File: config.mk
export PLATFORM = sky130hd
export DESIGN_NAME = i2c_register_master
export DESIGN_NICKNAME = d
export VERILOG_FILES = /design/src/sv/i2crm_pkg.sv /design/src/sv/i2c_register_master.sv /design/src/sv/i2crm_ctrl.sv /design/src/sv/i2crm_out_buf.sv
export SDC_FILE = /design/constraint.sdc
export NUM_CORES = 1
export LEC_CHECK = 0
export ABC_AREA = 0
export BUFFER_PORTS_ARGS = -buffer_cell sky130_fd_sc_hd__buf_2
export CAP_MARGIN = 30
export CORE_MARGIN = 2
export CORE_UTILIZATION = 45
export DETAILED_ROUTE_END_ITERATION = 6
export PLACE_DENSITY = 0.67
export SKIP_CTS_REPAIR_TIMING = 1
export SLEW_MARGIN = 20
export SYNTH_ARGS = -nofsm -noshare
export SYNTH_HDL_FRONTEND = slang
export SYNTH_SLANG_ARGS = --single-unit
File: constraint.sdc
create_clock -name clk -period 10.09 [get_ports clk]
set_clock_uncertainty 0.15 [all_clocks]
set_input_delay 0.5045 -clock clk [delete_from_list [all_inputs] [get_ports clk]]
set_output_delay 0.5045 -clock clk [all_outputs]
set_load 0.02 [all_outputs]
File: src/sv/i2crm_pkg.sv
`default_nettype none

package i2crm_pkg;

	localparam logic [15:0] ACK_TIMEOUT_RESET = 16'd6000;
	localparam logic [7:0]  ADDR_WRITE_MASK   = 8'hfe;
	localparam logic [7:0]  ADDR_READ_BIT     = 8'h01;
	localparam logic [7:0]  BYTE_MSB          = 8'h80;
	localparam logic [3:0]  BITS_PER_BYTE     = 4'd8;

	typedef enum logic [1:0] {
		KIND_TICK        = 2'd0,
		KIND_BEGIN_WRITE = 2'd1,
		KIND_BEGIN_READ  = 2'd2,
		KIND_NEXT_BYTE   = 2'd3
	} kind_t;

	typedef enum logic [1:0] {
		FAIL_NONE    = 2'd0,
		FAIL_BUSY    = 2'd1,
		FAIL_START   = 2'd2,
		FAIL_TIMEOUT = 2'd3
	} fail_t;

	typedef enum logic [1:0] {
		STAGE_ADDR = 2'd0,
		STAGE_REG  = 2'd1,
		STAGE_DATA = 2'd2
	} stage_t;

	typedef enum logic [23:0] {
		PH_IDLE      = 24'h000001,
		PH_ST_SDA    = 24'h000002,
		PH_ST_SCL    = 24'h000004,
		PH_ST_CHK    = 24'h000008,
		PH_ST_VFY    = 24'h000010,
		PH_TX_LOW    = 24'h000020,
		PH_TX_DATA   = 24'h000040,
		PH_TX_HIGH   = 24'h000080,
		PH_ACK_LOW   = 24'h000100,
		PH_ACK_REL   = 24'h000200,
		PH_ACK_POLL  = 24'h000400,
		PH_ACK_END   = 24'h000800,
		PH_WAIT_BYTE = 24'h001000,
		PH_RX_REL    = 24'h002000,
		PH_RX_LOW    = 24'h004000,
		PH_RX_HIGH   = 24'h008000,
		PH_RX_SAMPLE = 24'h010000,
		PH_MA_LOW    = 24'h020000,
		PH_MA_DATA   = 24'h040000,
		PH_MA_HIGH   = 24'h080000,
		PH_MA_END    = 24'h100000,
		PH_SP_SDA    = 24'h200000,
		PH_SP_SCL    = 24'h400000,
		PH_SP_REL    = 24'h800000
	} phase_t;

	typedef struct packed {
		logic       scl_level;
		logic       sda_level;
		logic       busy_res;
		logic       need_byte;
		logic       read_valid;
		logic [7:0] read_data;
		logic       done_res;
		logic       failed;
		logic [1:0] fail_reason;
	} res_t;

endpackage

`default_nettype wire

File: src/sv/i2c_register_master.sv
// The result word of a taken input word is registered in the output buffer.
// Throughput: one input word per cycle while in_stall is low; the phase register
// updates on every word. A two-entry output buffer takes one more word while
// one result waits. Reset: arst_n clears the phase to idle, releases both lines,
// empties the buffer and loads ack_timeout with 6000.
`default_nettype none

module i2c_register_master import i2crm_pkg::*; (
	input  wire logic        clk,
	input  wire logic        arst_n,
	input  wire logic        cfg_we,
	input  wire logic [15:0] cfg_wdata,
	input  wire logic        in_valid,
	output logic             in_stall,
	input  wire logic [1:0]  kind,
	input  wire logic [7:0]  device_address,
	input  wire logic [7:0]  register_address,
	input  wire logic [7:0]  byte_count,
	input  wire logic [7:0]  write_byte,
	input  wire logic        sda_sample,
	output logic             out_valid,
	input  wire logic        out_stall,
	output logic             scl_level,
	output logic             sda_level,
	output logic             busy_res,
	output logic             need_byte,
	output logic             read_valid,
	output logic [7:0]       read_data,
	output logic             done_res,
	output logic             failed,
	output logic [1:0]       fail_reason
);

	logic accept;
	logic full;
	res_t res;
	res_t out_res;

	assign in_stall = full;
	assign accept   = in_valid && !full;

	i2crm_ctrl u_ctrl (
		.clk              (clk),
		.arst_n           (arst_n),
		.cfg_we           (cfg_we),
		.cfg_wdata        (cfg_wdata),
		.accept           (accept),
		.kind             (kind),
		.device_address   (device_address),
		.register_address (register_address),
		.byte_count       (byte_count),
		.write_byte       (write_byte),
		.sda_sample       (sda_sample),
		.res              (res)
	);

	i2crm_out_buf u_out_buf (
		.clk       (clk),
		.arst_n    (arst_n),
		.push      (accept),
		.push_data (res),
		.full      (full),
		.out_valid (out_valid),
		.out_stall (out_stall),
		.out_data  (out_res)
	);

	assign scl_level   = out_res.scl_level;
	assign sda_level   = out_res.sda_level;
	assign busy_res    = out_res.busy_res;
	assign need_byte   = out_res.need_byte;
	assign read_valid  = out_res.read_valid;
	assign read_data   = out_res.read_data;
	assign done_res    = out_res.done_res;
	assign failed      = out_res.failed;
	assign fail_reason = out_res.fail_reason;

endmodule

`default_nettype wire

File: src/sv/i2crm_ctrl.sv
`default_nettype none

module i2crm_ctrl import i2crm_pkg::*; (
	input  wire logic        clk,
	input  wire logic        arst_n,
	input  wire logic        cfg_we,
	input  wire logic [15:0] cfg_wdata,
	input  wire logic        accept,
	input  wire logic [1:0]  kind,
	input  wire logic [7:0]  device_address,
	input  wire logic [7:0]  register_address,
	input  wire logic [7:0]  byte_count,
	input  wire logic [7:0]  write_byte,
	input  wire logic        sda_sample,
	output res_t             res
);

	logic [15:0] ack_timeout_q;
	phase_t      phase_q, phase_d;
	logic [3:0]  bit_index_q, bit_index_d;
	logic [7:0]  shift_byte_q, shift_byte_d;
	logic [7:0]  bytes_left_q, bytes_left_d;
	logic [15:0] wait_count_q, wait_count_d;
	logic [7:0]  held_device_q, held_device_d;
	logic [7:0]  held_register_q, held_register_d;
	logic        is_read_q, is_read_d;
	logic        second_start_q, second_start_d;
	logic        scl_q, scl_d;
	logic        sda_q, sda_d;
	stage_t      stage_q, stage_d;
	fail_t       fail_q, fail_d;
	logic        rvalid;
	logic [7:0]  rdata;
	logic        done;
	logic [7:0]  shift_in;
	logic [3:0]  bit_inc;
	logic [7:0]  bytes_dec;
	logic [15:0] wait_dec;
	kind_t       kind_e;

	assign kind_e    = kind_t'(kind);
	assign shift_in  = {shift_byte_q[6:0], sda_sample};
	assign bit_inc   = bit_index_q + 4'd1;
	assign bytes_dec = bytes_left_q - 8'd1;
	assign wait_dec  = wait_count_q - 16'd1;

	always_comb begin
		phase_d         = phase_q;
		bit_index_d     = bit_index_q;
		shift_byte_d    = shift_byte_q;
		bytes_left_d    = bytes_left_q;
		wait_count_d    = wait_count_q;
		held_device_d   = held_device_q;
		held_register_d = held_register_q;
		is_read_d       = is_read_q;
		second_start_d  = second_start_q;
		scl_d           = scl_q;
		sda_d           = sda_q;
		stage_d         = stage_q;
		fail_d          = fail_q;
		rvalid          = 1'b0;
		rdata           = '0;
		done            = 1'b0;
		if (kind_e inside {KIND_BEGIN_WRITE, KIND_BEGIN_READ}) begin
			if (phase_q == PH_IDLE) begin
				is_read_d       = (kind_e == KIND_BEGIN_READ);
				held_device_d   = device_address;
				held_register_d = register_address;
				bytes_left_d    = byte_count;
				second_start_d  = 1'b0;
				fail_d          = FAIL_NONE;
				stage_d         = STAGE_ADDR;
				phase_d         = PH_ST_SDA;
			end
		end else if (kind_e == KIND_NEXT_BYTE) begin
			if (phase_q == PH_WAIT_BYTE) begin
				bytes_left_d = bytes_dec;
				shift_byte_d = write_byte;
				bit_index_d  = '0;
				stage_d      = STAGE_DATA;
				phase_d      = PH_TX_LOW;
			end
		end else begin
			case (phase_q)
				PH_IDLE: begin
					phase_d = PH_IDLE;
				end
				PH_ST_SDA: begin
					sda_d   = 1'b1;
					phase_d = PH_ST_SCL;
				end
				PH_ST_SCL: begin
					scl_d   = 1'b1;
					phase_d = PH_ST_CHK;
				end
				PH_ST_CHK: begin
					if (!sda_sample) begin
						fail_d  = FAIL_BUSY;
						phase_d = PH_SP_SDA;
					end else begin
						sda_d   = 1'b0;
						phase_d = PH_ST_VFY;
					end
				end
				PH_ST_VFY: begin
					if (sda_sample) begin
						fail_d  = FAIL_START;
						phase_d = PH_SP_SDA;
					end else begin
						shift_byte_d = second_start_q ? (held_device_q | ADDR_READ_BIT)
						                              : (held_device_q & ADDR_WRITE_MASK);
						bit_index_d  = '0;
						stage_d      = STAGE_ADDR;
						phase_d      = PH_TX_LOW;
					end
				end
				PH_TX_LOW: begin
					scl_d   = 1'b0;
					phase_d = PH_TX_DATA;
				end
				PH_TX_DATA: begin
					sda_d   = |(shift_byte_q & BYTE_MSB);
					phase_d = PH_TX_HIGH;
				end
				PH_TX_HIGH: begin
					scl_d        = 1'b1;
					shift_byte_d = {shift_byte_q[6:0], 1'b0};
					bit_index_d  = bit_inc;
					phase_d      = (bit_inc >= BITS_PER_BYTE) ? PH_ACK_LOW : PH_TX_LOW;
				end
				PH_ACK_LOW: begin
					scl_d   = 1'b0;
					phase_d = PH_ACK_REL;
				end
				PH_ACK_REL: begin
					sda_d        = 1'b1;
					wait_count_d = ack_timeout_q;
					phase_d      = PH_ACK_POLL;
				end
				PH_ACK_POLL: begin
					if (wait_count_q == '0) begin
						fail_d  = FAIL_TIMEOUT;
						phase_d = PH_SP_SDA;
					end else if (!sda_sample) begin
						scl_d   = 1'b1;
						phase_d = PH_ACK_END;
					end else begin
						wait_count_d = wait_dec;
						if (wait_dec == '0) begin
							fail_d  = FAIL_TIMEOUT;
							phase_d = PH_SP_SDA;
						end
					end
				end
				PH_ACK_END: begin
					scl_d = 1'b0;
					case (stage_q)
						STAGE_ADDR: begin
							if (second_start_q) begin
								if (bytes_left_q == '0) begin
									fail_d  = FAIL_NONE;
									phase_d = PH_SP_SDA;
								end else begin
									shift_byte_d = '0;
									bit_index_d  = '0;
									phase_d      = PH_RX_REL;
								end
							end else begin
								shift_byte_d = held_register_q;
								bit_index_d  = '0;
								stage_d      = STAGE_REG;
								phase_d      = PH_TX_LOW;
							end
						end
						STAGE_REG: begin
							if (is_read_q || bytes_left_q == '0) begin
								fail_d  = FAIL_NONE;
								phase_d = PH_SP_SDA;
							end else begin
								phase_d = PH_WAIT_BYTE;
							end
						end
						default: begin
							if (bytes_left_q == '0) begin
								fail_d  = FAIL_NONE;
								phase_d = PH_SP_SDA;
							end else begin
								phase_d = PH_WAIT_BYTE;
							end
						end
					endcase
				end
				PH_WAIT_BYTE: begin
					phase_d = PH_IDLE;
				end
				PH_RX_REL: begin
					sda_d   = 1'b1;
					phase_d = PH_RX_LOW;
				end
				PH_RX_LOW: begin
					scl_d   = 1'b0;
					phase_d = PH_RX_HIGH;
				end
				PH_RX_HIGH: begin
					scl_d   = 1'b1;
					phase_d = PH_RX_SAMPLE;
				end
				PH_RX_SAMPLE: begin
					shift_byte_d = shift_in;
					bit_index_d  = bit_inc;
					if (bit_inc >= BITS_PER_BYTE) begin
						rvalid  = 1'b1;
						rdata   = shift_in;
						phase_d = PH_MA_LOW;
					end else begin
						phase_d = PH_RX_LOW;
					end
				end
				PH_MA_LOW: begin
					scl_d   = 1'b0;
					phase_d = PH_MA_DATA;
				end
				PH_MA_DATA: begin
					sda_d   = (bytes_left_q == 8'd1);
					phase_d = PH_MA_HIGH;
				end
				PH_MA_HIGH: begin
					scl_d   = 1'b1;
					phase_d = PH_MA_END;
				end
				PH_MA_END: begin
					scl_d        = 1'b0;
					bytes_left_d = bytes_dec;
					if (bytes_dec == '0) begin
						fail_d  = FAIL_NONE;
						phase_d = PH_SP_SDA;
					end else begin
						shift_byte_d = '0;
						bit_index_d  = '0;
						phase_d      = PH_RX_REL;
					end
				end
				PH_SP_SDA: begin
					sda_d   = 1'b0;
					phase_d = PH_SP_SCL;
				end
				PH_SP_SCL: begin
					scl_d   = 1'b1;
					phase_d = PH_SP_REL;
				end
				PH_SP_REL: begin
					sda_d = 1'b1;
					if (fail_q == FAIL_NONE && is_read_q && !second_start_q
					    && stage_q == STAGE_REG) begin
						second_start_d = 1'b1;
						phase_d        = PH_ST_SDA;
					end else begin
						done    = 1'b1;
						phase_d = PH_IDLE;
					end
				end
				default: begin
					phase_d = PH_IDLE;
				end
			endcase
		end
	end

	always_comb begin
		res.scl_level   = scl_d;
		res.sda_level   = sda_d;
		res.busy_res    = (phase_d != PH_IDLE);
		res.need_byte   = (phase_d == PH_WAIT_BYTE);
		res.read_valid  = rvalid;
		res.read_data   = rdata;
		res.done_res    = done;
		res.failed      = done && (fail_q != FAIL_NONE);
		res.fail_reason = done ? fail_q : FAIL_NONE;
	end

	always_ff @(posedge clk or negedge arst_n) begin
		if (!arst_n) begin
			ack_timeout_q <= ACK_TIMEOUT_RESET;
		end else if (cfg_we) begin
			ack_timeout_q <= cfg_wdata;
		end
	end

	always_ff @(posedge clk or negedge arst_n) begin
		if (!arst_n) begin
			phase_q         <= PH_IDLE;
			bit_index_q     <= '0;
			shift_byte_q    <= '0;
			bytes_left_q    <= '0;
			wait_count_q    <= '0;
			held_device_q   <= '0;
			held_register_q <= '0;
			is_read_q       <= 1'b0;
			second_start_q  <= 1'b0;
			scl_q           <= 1'b1;
			sda_q           <= 1'b1;
			stage_q         <= STAGE_ADDR;
			fail_q          <= FAIL_NONE;
		end else if (accept) begin
			phase_q         <= phase_d;
			bit_index_q     <= bit_index_d;
			shift_byte_q    <= shift_byte_d;
			bytes_left_q    <= bytes_left_d;
			wait_count_q    <= wait_count_d;
			held_device_q   <= held_device_d;
			held_register_q <= held_register_d;
			is_read_q       <= is_read_d;
			second_start_q  <= second_start_d;
			scl_q           <= scl_d;
			sda_q           <= sda_d;
			stage_q         <= stage_d;
			fail_q          <= fail_d;
		end
	end

endmodule

`default_nettype wire

File: src/sv/i2crm_out_buf.sv
`default_nettype none

module i2crm_out_buf import i2crm_pkg::*; (
	input  wire logic clk,
	input  wire logic arst_n,
	input  wire logic push,
	input  wire res_t push_data,
	output logic      full,
	output logic      out_valid,
	input  wire logic out_stall,
	output res_t      out_data
);

	logic main_valid_q;
	logic skid_valid_q;
	res_t main_q;
	res_t skid_q;
	logic take;
	logic main_free;

	assign take      = main_valid_q && !out_stall;
	assign main_free = !main_valid_q || take;
	assign full      = skid_valid_q;
	assign out_valid = main_valid_q;
	assign out_data  = main_q;

	always_ff @(posedge clk or negedge arst_n) begin
		if (!arst_n) begin
			main_valid_q <= 1'b0;
			skid_valid_q <= 1'b0;
		end else if (main_free) begin
			main_valid_q <= skid_valid_q || push;
			skid_valid_q <= 1'b0;
		end else if (push) begin
			skid_valid_q <= 1'b1;
		end
	end

	always_ff @(posedge clk) begin
		if (main_free) begin
			main_q <= skid_valid_q ? skid_q : push_data;
		end
		if (push && !main_free) begin
			skid_q <= push_data;
		end
	end

endmodule

`default_nettype wire

== Yosys cells after proc, flatten, opt, wreduce, memory -nomap -nowiden ==
Cells that the tools add are included.
Widths: inputs -> output; s select.
Storage, ports and cells
  register bits after elaboration: 136
  bits in latches: 0
  memory bits (writable): 0
  bits in read-only memories: 0
  input bits: 56
  output and inout port bits: 19
  word-level logic and storage cells: 230
  memories kept: 0
Operators by class
  add/subtract/negate cells: 3
  multiply operators: 0
  div/mod/pow operators: 0
  order comparisons: 1
  equal/unequal tests: 51
  shifts and indexed selects: 0
  multiplexer cells: 95
  bitwise operators: 2
  reduce and logical (&&, ||, !) cells: 44
Operators by type and width (count)
  $pmux 24 s22: 1
  $mux 24: 7
  $mux 22: 7
  $mux 8: 16
  $eq 24x13->1 const B: 2
  $pmux 24 s2: 1
  $mux 2: 20
  $pmux 8 s5: 1
  $logic_not 16->1: 2
  $mux 16: 2
  $pmux 16 s2: 1
  $mux 4: 7
  $eq 24x1->1 const B: 1
  $eq 24x10->1 const B: 1
  $eq 24x11->1 const B: 1
  $eq 24x12->1 const B: 1
  $eq 24x14->1 const B: 1
  $eq 24x15->1 const B: 1
  $eq 24x16->1 const B: 1
  $eq 24x17->1 const B: 1
  $eq 24x18->1 const B: 1
  $eq 24x19->1 const B: 1
  $eq 24x2->1 const B: 1
  $eq 24x20->1 const B: 1
  other kinds (57): 117

== Logic depth before layout (Yosys ltp) ==
Gate-level depths: netlist (run 1).
  depth in word-level cells: 10
  gate-level depth with buffers: 11
  mapped depth without buffers: 10

== Hierarchy ==
A second synthesis (run 1) with hierarchy kept.
Second synthesis, totals
  cell total of the unflattened synthesis: 776
  area, all modules: 7770.0 sq um
Modules (own cells, without submodules)
  i2crm_ctrl: instances 1, cells each 716, area each 6402.4 sq um, sequential area each 2489.9 sq um
  i2crm_out_buf: instances 1, cells each 59, area each 1353.8 sq um, sequential area each 1071.0 sq um
  i2c_register_master: instances 1, cells each 1, area each 13.8 sq um, sequential area each 0.0 sq um

== Least setup slack after synthesis (run 1) ==
No wires, ideal clock.
  path kind: register to register
  start point: reg u_ctrl.wait_count_q[0]
  end point: reg u_out_buf.skid_q[14] in the netlist's numbering, data pin
  setup time: 266 ps
  arrival: 2969 ps
  required time: 9674 ps
  slack: 6706 ps
  stages on the path, launching flop included: 10
  path buffers: 0
  clock period less this slack: 3384 ps
  cell sequence: dfrtp_1 inv_1 ha_1 nor4b_1 nand2_1 or4_4 a41o_1 nor4_4 o31ai_2 or3b_1
RTL lines
  from (decl): RTL line i2crm_ctrl.sv:23  | logic [15:0] wait_count_q, wait_count_d;
  from (signal assigned): RTL line i2crm_ctrl.sv:309  | wait_count_q <= wait_count_d;
  to (signal assigned): RTL line i2crm_out_buf.sv:44  | skid_q <= push_data;
  to (decl): RTL line i2crm_out_buf.sv:17  | res_t skid_q;

== Worst setup path after layout (run 1) ==
  start point: reg u_ctrl.phase_q[12]
  end point: reg u_out_buf.main_q (netlist bit u_out_buf.out_data[14]), data pin
On the way
  word-level cells in the longest chain between the ends: 8
  elaborated cells on any way between the ends: 34
  classes of those cells: eq/ne (25); mux (9)
Ends and longest elaborated chain
  from (decl): RTL line i2crm_ctrl.sv:19  | phase_t phase_q, phase_d;
  from (signal assigned): RTL line i2crm_ctrl.sv:305  | phase_q <= phase_d;
  $mux 24: RTL line i2crm_ctrl.sv:149  | if (wait_dec == '0) begin
  $mux 24: RTL line i2crm_ctrl.sv:144  | end else if (!sda_sample) begin
  $mux 24: RTL line i2crm_ctrl.sv:141  | if (wait_count_q == '0) begin
  $pmux 24 s22: RTL line i2crm_ctrl.sv:84  | case (phase_q)
  $mux 24: RTL line i2crm_ctrl.sv:75  | end else if (kind_e == KIND_NEXT_BYTE) begin
  $mux 24 (*): RTL line i2crm_ctrl.sv:64  | if (kind_e inside {KIND_BEGIN_WRITE, KIND_BEGIN_READ}) begin
  $ne 24x1->1 (*): RTL line i2crm_ctrl.sv:272  | res.busy_res = (phase_d != PH_IDLE);
  $mux 17 (*): RTL line i2crm_out_buf.sv:41  | main_q <= skid_valid_q ? skid_q : push_data;
  to (signal assigned): RTL line i2crm_out_buf.sv:41
  to (decl): RTL line i2crm_out_buf.sv:16  | res_t main_q;
Mark *: on every way between the ends. The rest lies on a longest branch, timed or not.
A chain may end at the register's enable or synchronous reset.

==> results of run 1 <==
## worst max-delay path, cell delays in order (launching register included)
cell and delay (ps):
dfrtp_1 500, nor4_2 700, nand4_1 500, nor4b_4 360, buf_4 350, nand2_1 90
o2111ai_1 380, nor4_4 100, o31ai_2 390, o32a_1 240
## cells in the final DEF (no fill, tap or decap), types with 9 or more instances in the layout
cell,instances
nand2_1,93
dfrtp_1,91
o21ai_0,79
buf_2,73
mux2_2,47
nor2_1,41
a21oi_1,40
nand3_1,34
edfxtp_1,34
nor3_1,27
inv_1,21
nand4_1,21
clkbuf_16,17
nor4_1,15
or4_1,15
o21ai_1,13
nand4b_1,12
nand2b_1,12
and2_1,11
or3_1,11
dfstp_2,10
buf_4,9
## stage by stage
stage / instances / instance area, um2 / worst slack (ps) / total power, mW / hold slack, ps
detailed placement: 1056 / 8180 / 6230 / 1.07 / 333
global placement: 1054 / 8160 / 6100 / 1.07 / 318
global route: 1090 / 8780 / 5890 / 1.78 / 145
finish: 1090 / 8780 / 6180 / 1.69 / 157
CTS: 1088 / 8760 / 6200 / 1.70 / -30.5
floorplan: 796 / 7620 / 6710 / 0.961 / 58.9
## worst max path at each step
stage | to | slack, ps | depth (start not counted)
after CTS | u_out_buf.out_data[14] | 6200 | 8
after global placement | u_ctrl.wait_count_q[0] | 6100 | 8
after floorplan | u_out_buf.skid_q[14] | 6710 | 9
after detailed placement | u_out_buf.out_data[13] | 6230 | 8
after global routing | u_out_buf.skid_q[13] | 5890 | 8
final | u_out_buf.out_data[14] | 6180 | 9
## layer usage
layer,share of wire,up-vias
met5,0,-
met1,0.47,3112
li1,-,3123
met3,0.061,25
met4,0.020,0
met2,0.45,207
## layout make-up
| type | instances | area, um2 |
|---|---|---|
| Sequential cell | 135 | 3560 |
| Inverter | 21 | 78.8 |
| Fill cell | 1521 | 7810 |
| Clock inverter | 15 | 155 |
| Clock buffer | 17 | 425 |
| Tap cell | 220 | 275 |
| Multi-Input combinational cell | 597 | 3820 |
| Timing Repair Buffer | 85 | 462 |
## where the power goes
group / internal, mW / leakage, nW / total, mW / switching (mW)
Clock: 0.350 / 0.286 / 0.617 / 0.267
Combinational: 0.139 / 1.76 / 0.342 / 0.202
Sequential: 0.651 / 1.61 / 0.731 / 0.0793
## state kept, by name, summed over array words and instances, names as in the netlist
name and cells:
u_ctrl.ack_timeout_q 16, u_ctrl.bit_index_q 4, u_ctrl.bytes_left_q 8, u_ctrl.fail_q 2
u_ctrl.held_device_q 7, u_ctrl.held_register_q 8, u_ctrl.is_read_q 1, u_ctrl.phase_q 24
u_ctrl.scl_q 1, u_ctrl.sda_q 1, u_ctrl.second_start_q 1, u_ctrl.shift_byte_q 8
u_ctrl.stage_q 2, u_ctrl.wait_count_q 16, u_out_buf.full 1, u_out_buf.out_data 17
u_out_buf.out_valid 1, u_out_buf.skid_q 17
## kinds of logic (layout without fill, tap and decap cells)
family,Yosys count,count (layout)
adders and majority gates,8,8
and+or+nand+nor,342,342
DFF,135,135
AOI/OAI and AO/OA,194,194
muxes,50,50
buffers and inverters,64,138
xor gates and xnor gates,3,3
==> results.md, run 1 <==
- Status: finished, final reports clean
- R2R depth: 9
- Hold path start: register_address[4]
- Leak pwr: 3.66 nW
- Setup TNS: 0 ps
- Crit Reg-Reg Startpoint: u_ctrl.phase_q[12]
- Met1 usage: 0.331
- Main combinational cell family by area after synthesis: simple AND/OR/NAND/NOR gates
- Largest fanout on the critical path: 30
- Max-capacitance violation count: 0
- Worst Setup Start Kind: flip-flop
- Crit path time final: 3910 ps
- Core Region: 0.0166 mm2
- DRC: 0
- H-tree depth: 4
- Slew margin rel.: 0.407
- Max clock buf depth: 2
- Critical Path Start: u_ctrl.phase_q[12]
- Remaining Overflow, GRT: 0
- Flop2flop setup slack: 6180 ps
- CP Capture Type: flip-flop
- Count of input and output buffers: 73
- Area share of fa/ha/maj cells after synthesis: 0.0131
- Mapped Cells: 796
- Final Setup Violations: 0
- Met2 usage: 0.349
- Vias in the first global route: 6086
- Final core utilization: 0.529
- Final net count: 921
- Average size of a mapped cell: 9.58 um2
- Largest net degree at the start of global routing: 54
- Worst skew pair latency: 420 ps
- Die ar.: 0.0180 mm2
- Worst Hold Depth: 2
- Total wire length: 20.1 mm
- Seq/Total Area, Yosys: 0.467
- WS Path Type: reg2reg
- Reg-to-Reg End: u_out_buf.out_data[14]
- Global-route wire length before repair: 32.8 mm
- Ys async rst share: 0.748
- Die Height: 134 um
- Synthesis-stage register bit count: 135
- Gr usage total: 0.233
- Clk sinks: 135
- Clk root buf: clkbuf_16
- Gpl congestion: 0.979
- Num CTS Buffers: 17
- Gr busiest metal: met2
- CTS clk-pin slew, worst paths: 60 ps
- Most instantiated library cell after synthesis: nand2_1
- Via count: 6467
- CP Data Arrival Time: 4050 ps
- Antenna Cells: 0
- Io pins: 75
- Synth Area in XOR/XNOR: 0.00345
- Syn_nets: 860
- Synth top area cells: dfrtp_1 30%, edfxtp_1 13%, mux2_2 6.9%
- Syn-to-layout area delta: 15.1%
- CTS tree: done
- Area share of the largest cell type after synthesis: 0.299
- Post-synthesis mux area share: 0.0734
- VDD IR max: 120 uV
- Hold crit path type: in2reg
- Yosys warnings: 0
- ANT nets after route: 0
- Post-synth EDFFs: 34
- Met3 GRT Util: 0.0514
- Die width: 134 um
- Drt pass-1 iters: 4
- Worst hold endpoint: u_ctrl.held_register_q[4]
- PwrDens: 193 mW/mm2
- Post-synth cell types: 77
- Prevailing post-synth register cell: dfrtp_1
- Hold Violations, Final: 0
- Synthesized cell area: 0.00762 mm2
- Share of cells above drive strength 1: 0.229
- Vias per inst: 5.93
- Compound-Gate Fraction of Synth Area: 0.153
- Synth Area in Simple Gates: 0.255
- Worst-Margin Slew: 889 ps
- RSZ-0062 raised after global routing: no
- Synth cell count leaders: 93 x nand2_1, 91 x dfrtp_1, 80 x o21ai_0
- Initial antenna violation count: 0
- Final period util: 0.387
- Iter 0 DRT Violations: 567
- Final HPWL DP: 14.4 mm
- Starting density of the core: 0.460
- Worst Path Required: 10230 ps
- Drt wl/cell: 18.5 um
- Final Max Slew Viols: 0
- Rows: 47
- Largest area contributor in the netlist: dfrtp_1
- Max Fclk: 256 MHz
No activity file was read; power rests on OpenSTA's default activity.
==> run 2, diff against run 1 <==
--- a/config.mk
+++ b/config.mk
@@ -11,7 +11,7 @@
 export CORE_MARGIN = 2
 export CORE_UTILIZATION = 45
 export DETAILED_ROUTE_END_ITERATION = 6
-export PLACE_DENSITY = 0.67
+export PLACE_DENSITY = 0.7
 export SKIP_CTS_REPAIR_TIMING = 1
 export SLEW_MARGIN = 20
 export SYNTH_ARGS = -nofsm -noshare
==> constraint.sdc (replaced) <==
create_clock -name clk -period 3.2 [get_ports clk]
set_clock_uncertainty 0.15 [all_clocks]
set_input_delay 0.16 -clock clk [delete_from_list [all_inputs] [get_ports clk]]
set_output_delay 0.16 -clock clk [all_outputs]
set_load 0.02 [all_outputs]
==> run 2 against run 1 <==
Compared with the run above:
- the run now ends with hold timing, setup timing left
- utilization increased by 11 points
- sequential cell count unchanged
- critical path depth decreased by 1
- sequential power rose to 3.1 times the previous value
- largest cell class unchanged
- total power grew to 3.4 times the previous value
- largest power group unchanged
- critical path type unchanged
- hold slack worse by 180 ps
- count of clock-buffer cells in the layout unchanged
- critical endpoint is now u_out_buf.skid_q[14]
- maximum frequency up 20%
- first-iteration DRC count is 13% higher
==> results.md, run 2 (same netlist as run 1, synthesis figures left out) <==
- Status: finished, violations left
- Failing checks: hold timing, setup timing
- Max reg flops: 24 (unchanged)
- Iter 0 DRT Violations: 643 (+13%)
- ANT nets after route: 0 (unchanged)
- Most common cell on crit path: or4_4
- Rows: 47 (unchanged)
- Hold crit path type: in2reg
- Crit path buffers/inverters: 0 (-1)
- Hold_ws: -21.4 ps (-179 ps)
- RSZ-0062 raised after global routing: yes
- Drt wl/cell: 18.8 um (+1.8%)
- Commonest non-fill, non-tap cell in the layout: buf_4
- Starting density of the core: 0.460 (unchanged)
- Gr busiest metal: met2
- Vias per inst: 5.85 (-1.4%)
- Max-capacitance violation count: 0 (unchanged)
- PwrDens: 548 mW/mm2 (+180%)
- Area post-placement: 0.00933 mm2 (+14%)
- Worst Setup Start Kind: flip-flop
- VDD IR max: 429 uV (+260%)
- Part of the power in registers: 0.390 (-0.042)
- CTS clk-pin slew, worst paths: 70 ps (about the same)
- Core Region: 0.0166 mm2 (unchanged)
- Remaining Overflow, GRT: 0 (unchanged)
- Io pins: 75 (unchanged)
- Slew margin rel.: 0.511 (+0.104)
- Count of input and output buffers: 73 (unchanged)
- Worst skew pair latency: 430 ps (about the same)
- Hold Violations, Final: 1 (+1)
- H-tree depth: 4 (unchanged)
- Final Max Slew Viols: 0 (unchanged)
- WS Path Type: reg2reg
- CP Capture Type: flip-flop
- Levels on crit path: 8 (-1)
- Top reg by flops: u_ctrl.phase_q
- Critical path, cell by cell: or4_4 > or3_4 > or4_4 > nand3_2 > nand4_1 > nor4_4 > o31ai_4 > or3b_1
- Vias in the first global route: 6942 (+14%)
- Via count: 7533 (+16%)
- Worst Path Required: 3220 ps (-7010 ps)
- Clk root buf: clkbuf_16
- Int Power: 3.89 mW (+240%)
- Largest fanout on the critical path: 4 (-87%)
- CTS tree: done
- Initial antenna violation count: 0 (unchanged)
- Switching pwr: 1.93 mW (+250%)
- Met2 usage: 0.436 (+0.0873)
- DRC: 0 (unchanged)
- Post-layout instance area: 0.0106 mm2 (+21%)
- Worst path max stage delay: 550 ps (-150 ps)
- Comb power frac: 0.280 (+0.078)
- Final net count: 1119 (+21%)
- Final period util: 1.02 (+0.632)
- Global-route wire length before repair: 36.5 mm (+11%)
- Total wire length: 24.2 mm (+20%)
- Final HPWL DP: 17.2 mm (+19%)
- Max Fclk: 307 MHz (+20%)
- Die ar.: 0.0180 mm2 (unchanged)
- Crit path time final: 3260 ps (-647 ps)
- Num CTS Buffers: 17 (unchanged)
- Worst Hold Depth: 3 (+1)
- R2R depth: 8 (-1)
- Drt pass-1 iters: 5 (+1)
- Max clock buf depth: 2 (unchanged)
- Largest net degree at the start of global routing: 53 (-1.9%)
- Worst-Margin Slew: 734 ps (-156 ps)
- Post-route insts no fill: 1288 (+18%)
- Placed cells: 1200 (+14%)
- Gpl congestion: 1.02 (+4.1%)
- Die Height: 134 um (unchanged)
- Die width: 134 um (unchanged)
- Leak pwr: 4.66 nW (+27%)
- Clock share of power: 0.330 (-0.035)
- Final Setup Violations: 2 (+2)
- Met1 usage: 0.346 (+0.0146)
- Filler instances: 1366 (-10%)
- Final core utilization: 0.640 (+0.111)
- Slowest-stage cell, CP: or4_4
- Syn-to-layout area delta: 39.3%
- Gr usage total: 0.261 (+0.0279)
- Share of cells above drive strength 1: 0.358 (+0.129)
- Setup slack after layout: -61.8 ps (-6240 ps)
- Clk sinks: 135 (unchanged)
- CP Data Arrival Time: 3290 ps (-760 ps)
- Met3 GRT Util: 0.0469 (-0.00454)
- Antenna Cells: 0 (unchanged)
- Delay-heaviest family, CP: simple AND/OR/NAND/NOR gates
- Switch share: 0.332 (+0.00722)
- Most frequent cells in the layout: 157 x buf_4, 93 x nand2_1, 88 x dfrtp_1
[run 2: changes by cell type in the layout (fill, tap and decap cells not counted), sizes merged]
| cell | delta |
|---|---|
| bufinv | -1 |
| clkinv | +2 |
| clkbuf | -1 |
| buf | +152 |
| dlygate4sd3 | +47 |
| inv | -2 |
| clkinvlp | +1 |
[run 2: power by group through the flow]
| stage | combinational (mW) | sequential (mW) | clock, mW |
|---|---|---|---|
| 2_1_floorplan | 0.774 | 2.26 | 0 |
| 3_3_place_gp | 1.44 | 2.27 | 0 |
| 3_5_place_dp | 1.46 | 2.28 | 0 |
| 4_1_cts | 1.47 | 2.25 | 1.94 |
| 5_1_grt | 1.77 | 2.30 | 2.02 |
| 6_report | 1.63 | 2.27 | 1.92 |
[run 2: worst paths after layout]
check | from | slack [ps] | endpoint
max | u_ctrl.wait_count_q[10] | -60 | u_out_buf.skid_q[14]
min | kind[1] | -20 | u_ctrl.is_read_q
max reg2reg | u_ctrl.wait_count_q[10] | -60 | u_out_buf.skid_q[14]
min reg2reg | u_ctrl.ack_timeout_q[1] | 350 | u_ctrl.ack_timeout_q[1]
max in group asynchronous | arst_n | 1940 | u_ctrl.ack_timeout_q[6]
min in group asynchronous | arst_n | 180 | u_ctrl.bytes_left_q[0]
[run 2: metal layers]
| metal | vias up | part of all wire | wire, um |
|---|---|---|---|
| li1 | 3525 | - | - |
| met1 | 3632 | 0.41 | 9990 |
| met2 | 317 | 0.49 | 11900 |
| met3 | 59 | 0.060 | 1440 |
| met4 | 0 | 0.034 | 825 |
| met5 | - | 0 | 0 |
[run 2: per-stage QoR]
| stage | setup WS (ps) | setup TNS [ps] | total power [mW] |
|---|---|---|---|
| CTS | -178 | -778 | 5.66 |
| floorplan | 6.79 | 0 | 3.03 |
| detailed placement | -155 | -641 | 3.74 |
| global placement | -76.1 | -250 | 3.71 |
| finish | -61.8 | -103 | 5.82 |
| global route | -155 | -313 | 6.08 |
[run 2: layout make-up]
class,instances,area (um2),share of cell area
sequential,135,3560,0.336
tap,220,275,0.0259
multi-input combinational,597,4000,0.376
clock buffer,17,425,0.0401
timing repair buffer,283,2130,0.201
inverter,21,78.8,0.00742
clock inverter,15,151,0.0143
[run 2: worst min-delay path, stage by stage]
cell and delay (ps):
buf_2 100, ha_1 130, mux2_2 130
==> run 3, diff against run 2 <==
--- a/config.mk
+++ b/config.mk
@@ -12,6 +12,7 @@
 export CORE_UTILIZATION = 45
 export DETAILED_ROUTE_END_ITERATION = 6
 export PLACE_DENSITY = 0.7
+export REMOVE_ABC_BUFFERS = 1
 export SKIP_CTS_REPAIR_TIMING = 1
 export SLEW_MARGIN = 20
 export SYNTH_ARGS = -nofsm -noshare
==> run 3 against run 2 <==
Compared with the run above:
- the run still ends with hold timing, setup timing left
- critical path depth fell by 1
- global-route usage shrank 0.44 points
- total power increased by 0.67%
- sequential cell count unchanged
- die area did not move
- worst setup slack worse by 55 ps
- sequential share of layout area down 0.95 points
- critical endpoint unchanged
- largest cell class unchanged
- highest routed layer unchanged
==> results.md, run 3 (same netlist as run 1, synthesis figures left out) <==
- Most common cell on crit path: or4_4
- Worst-Margin Slew: 763 ps (+29.3 ps)
- Pwr Total: 5.86 mW (+0.67%)
- Post-layout instance area: 0.0109 mm2 (+2.9%)
- Gpl congestion: 0.972 (-4.6%)
- Crit path buffers/inverters: 0 (unchanged)
- Part of the power in registers: 0.387 (-0.003)
- Global-route wire length before repair: 36.2 mm (-0.94%)
- Top reg by flops: u_ctrl.phase_q
- Rows: 47 (unchanged)
- CP Data Arrival Time: 3330 ps (+40 ps)
- Syn-to-layout area delta: 43.4%
- Slew margin rel.: 0.490 (-0.0208)
- Core Region: 0.0166 mm2 (unchanged)
- Final Setup Violations: 3 (+1)
- Gr usage total: 0.257 (-0.00444)
- Num CTS Buffers: 17 (unchanged)
- Die width: 134 um (unchanged)
- DRC: 0 (unchanged)
- Clock share of power: 0.320 (-0.010)
- PwrDens: 536 mW/mm2 (-2.2%)
- Hold Violations, Final: 1 (unchanged)
- Largest net degree at the start of global routing: 46 (-13%)
- Io pins: 75 (unchanged)
- Status: finished, violations left
- Final core utilization: 0.659 (+0.0186)
- Worst Path Required: 3210 ps (about the same)
- Starting density of the core: 0.460 (unchanged)
- Remaining Overflow, GRT: 0 (unchanged)
- Switching pwr: 1.92 mW (-0.65%)
- Largest fanout on the critical path: 4 (unchanged)
- Count of input and output buffers: 73 (unchanged)
- Drt wl/cell: 18.2 um (-2.9%)
- Switch share: 0.328 (-0.00434)
- Comb power frac: 0.293 (+0.013)
- Max Fclk: 302 MHz (-1.6%)
- Via count: 7530 (-0.040%)
- Max clock buf depth: 2 (unchanged)
- VDD IR max: 414 uV (-3.7%)
- Antenna Cells: 0 (unchanged)
- CTS clk-pin slew, worst paths: 70 ps (about the same)
- Int Power: 3.94 mW (+1.3%)
- Initial antenna violation count: 0 (unchanged)
- Delay-heaviest family, CP: simple AND/OR/NAND/NOR gates
- Final Max Slew Viols: 0 (unchanged)
- ANT nets after route: 0 (unchanged)
- Worst Setup Start Kind: flip-flop
- CP Capture Type: flip-flop
- Hold crit path type: in2reg
- Iter 0 DRT Violations: 523 (-19%)
- Die Height: 134 um (unchanged)
- Crit path time final: 3320 ps (+54.7 ps)
- Failing checks: hold timing, setup timing
- Clk root buf: clkbuf_16
- Vias in the first global route: 6969 (+0.39%)
- Drt pass-1 iters: 5 (unchanged)
- WS Path Type: reg2reg
- Max reg flops: 24 (unchanged)
- Die ar.: 0.0180 mm2 (unchanged)
- Hold_ws: -34.1 ps (-12.8 ps)
- CTS tree: done
- H-tree depth: 4 (unchanged)
- Setup slack after layout: -116 ps (-54.7 ps)
- Worst path max stage delay: 540 ps (about the same)
- Critical path, cell by cell: or4_4 > or3_4 > or4_4 > a41o_1 > nor4_4 > o31ai_4 > or3b_1
- Share of cells above drive strength 1: 0.396 (+0.0387)
- Final HPWL DP: 17.2 mm (about the same)
- Max-capacitance violation count: 0 (unchanged)
- Worst skew pair latency: 430 ps (about the same)
- Area post-placement: 0.00945 mm2 (+1.4%)
- RSZ-0062 raised after global routing: yes
- Total wire length: 24.0 mm (-0.86%)
- Clk sinks: 135 (unchanged)
- Commonest non-fill, non-tap cell in the layout: buf_4
- Final period util: 1.04 (+0.0171)
- Final net count: 1146 (+2.4%)
- Slowest-stage cell, CP: or4_4
- Most frequent cells in the layout: 182 x buf_4, 91 x nand2_1, 88 x dfrtp_1
- Leak pwr: 4.82 nW (+3.5%)
- Vias per inst: 5.73 (-2.1%)
## run 3: cell count changes in the layout (fill, tap and decap cells not counted), moves of 3 or more
cell,change
buf_4,+25
nor3_1,-5
nor3_2,+5
o21ai_0,-5
nor4_2,+4
o21ai_2,+4
clkinv_4,-3
inv_6,+3
## run 3: cell type report
class,instances,area [um2]
Fill cell,1274,5650
Multi-Input combinational cell,597,4100
Sequential cell,135,3560
Timing Repair Buffer,310,2360
Clock buffer,17,425
Tap cell,220,275
Clock inverter,15,133
Inverter,21,78.8
## run 3: power by group through the flow
stage / clock network (mW) / logic, mW / registers (mW)
floorplan: 0 / 0.733 / 2.27
global placement: 0 / 1.47 / 2.27
detailed placement: 0 / 1.50 / 2.27
CTS: 1.90 / 1.51 / 2.24
global route: 1.97 / 1.86 / 2.29
finish: 1.87 / 1.72 / 2.27
## run 3: final timing paths
| path | start | endpoint | slack, ps | cells after the start |
|---|---|---|---|---|
| worst max register to register | u_ctrl.wait_count_q[10] | u_out_buf.skid_q[14] | -120 | 7 |
| worst min-delay path | byte_count[5] | u_ctrl.bytes_left_q[5] | -30 | 4 |
| max in group asynchronous | arst_n | u_ctrl.scl_q | 1890 | 3 |
| worst min register to register | u_ctrl.scl_q | u_ctrl.scl_q | 340 | 2 |
| min in group asynchronous | arst_n | u_ctrl.ack_timeout_q[1] | 130 | 2 |
| worst max-delay path | u_ctrl.wait_count_q[10] | u_out_buf.skid_q[14] | -120 | 7 |
## run 3: routing by layer
| metal | share of wire | track usage | routed length [um] | up-vias |
|---|---|---|---|---|
| li1 | - | - | - | 3579 |
| met1 | 0.43 | 0.353 | 10400 | 3613 |
| met2 | 0.47 | 0.400 | 11400 | 286 |
| met3 | 0.063 | 0.0457 | 1500 | 52 |
| met4 | 0.028 | 0.112 | 682 | 0 |
| met5 | 0 | 0 | 0 | - |
## run 3: worst reg2reg max path, cell delays in order, from the launching register on
cell and delay [ps]:
dfrtp_1 390, or4_4 540, or3_4 350, or4_4 490, a41o_1 290, nor4_4 320
o31ai_4 140, or3b_1 380
## run 3: stage by stage
stage	cells	setup slack [ps]	hold slack [ps]	setup TNS, ps
after floorplan	753	-799	-286	-36770
after global placement	1220	-266	58.9	-3210
after detailed placement	1220	-216	60.2	-3170
after CTS	1252	-254	-390	-4310
after global routing	1315	-181	1.70	-690
final	1315	-116	-34.1	-249
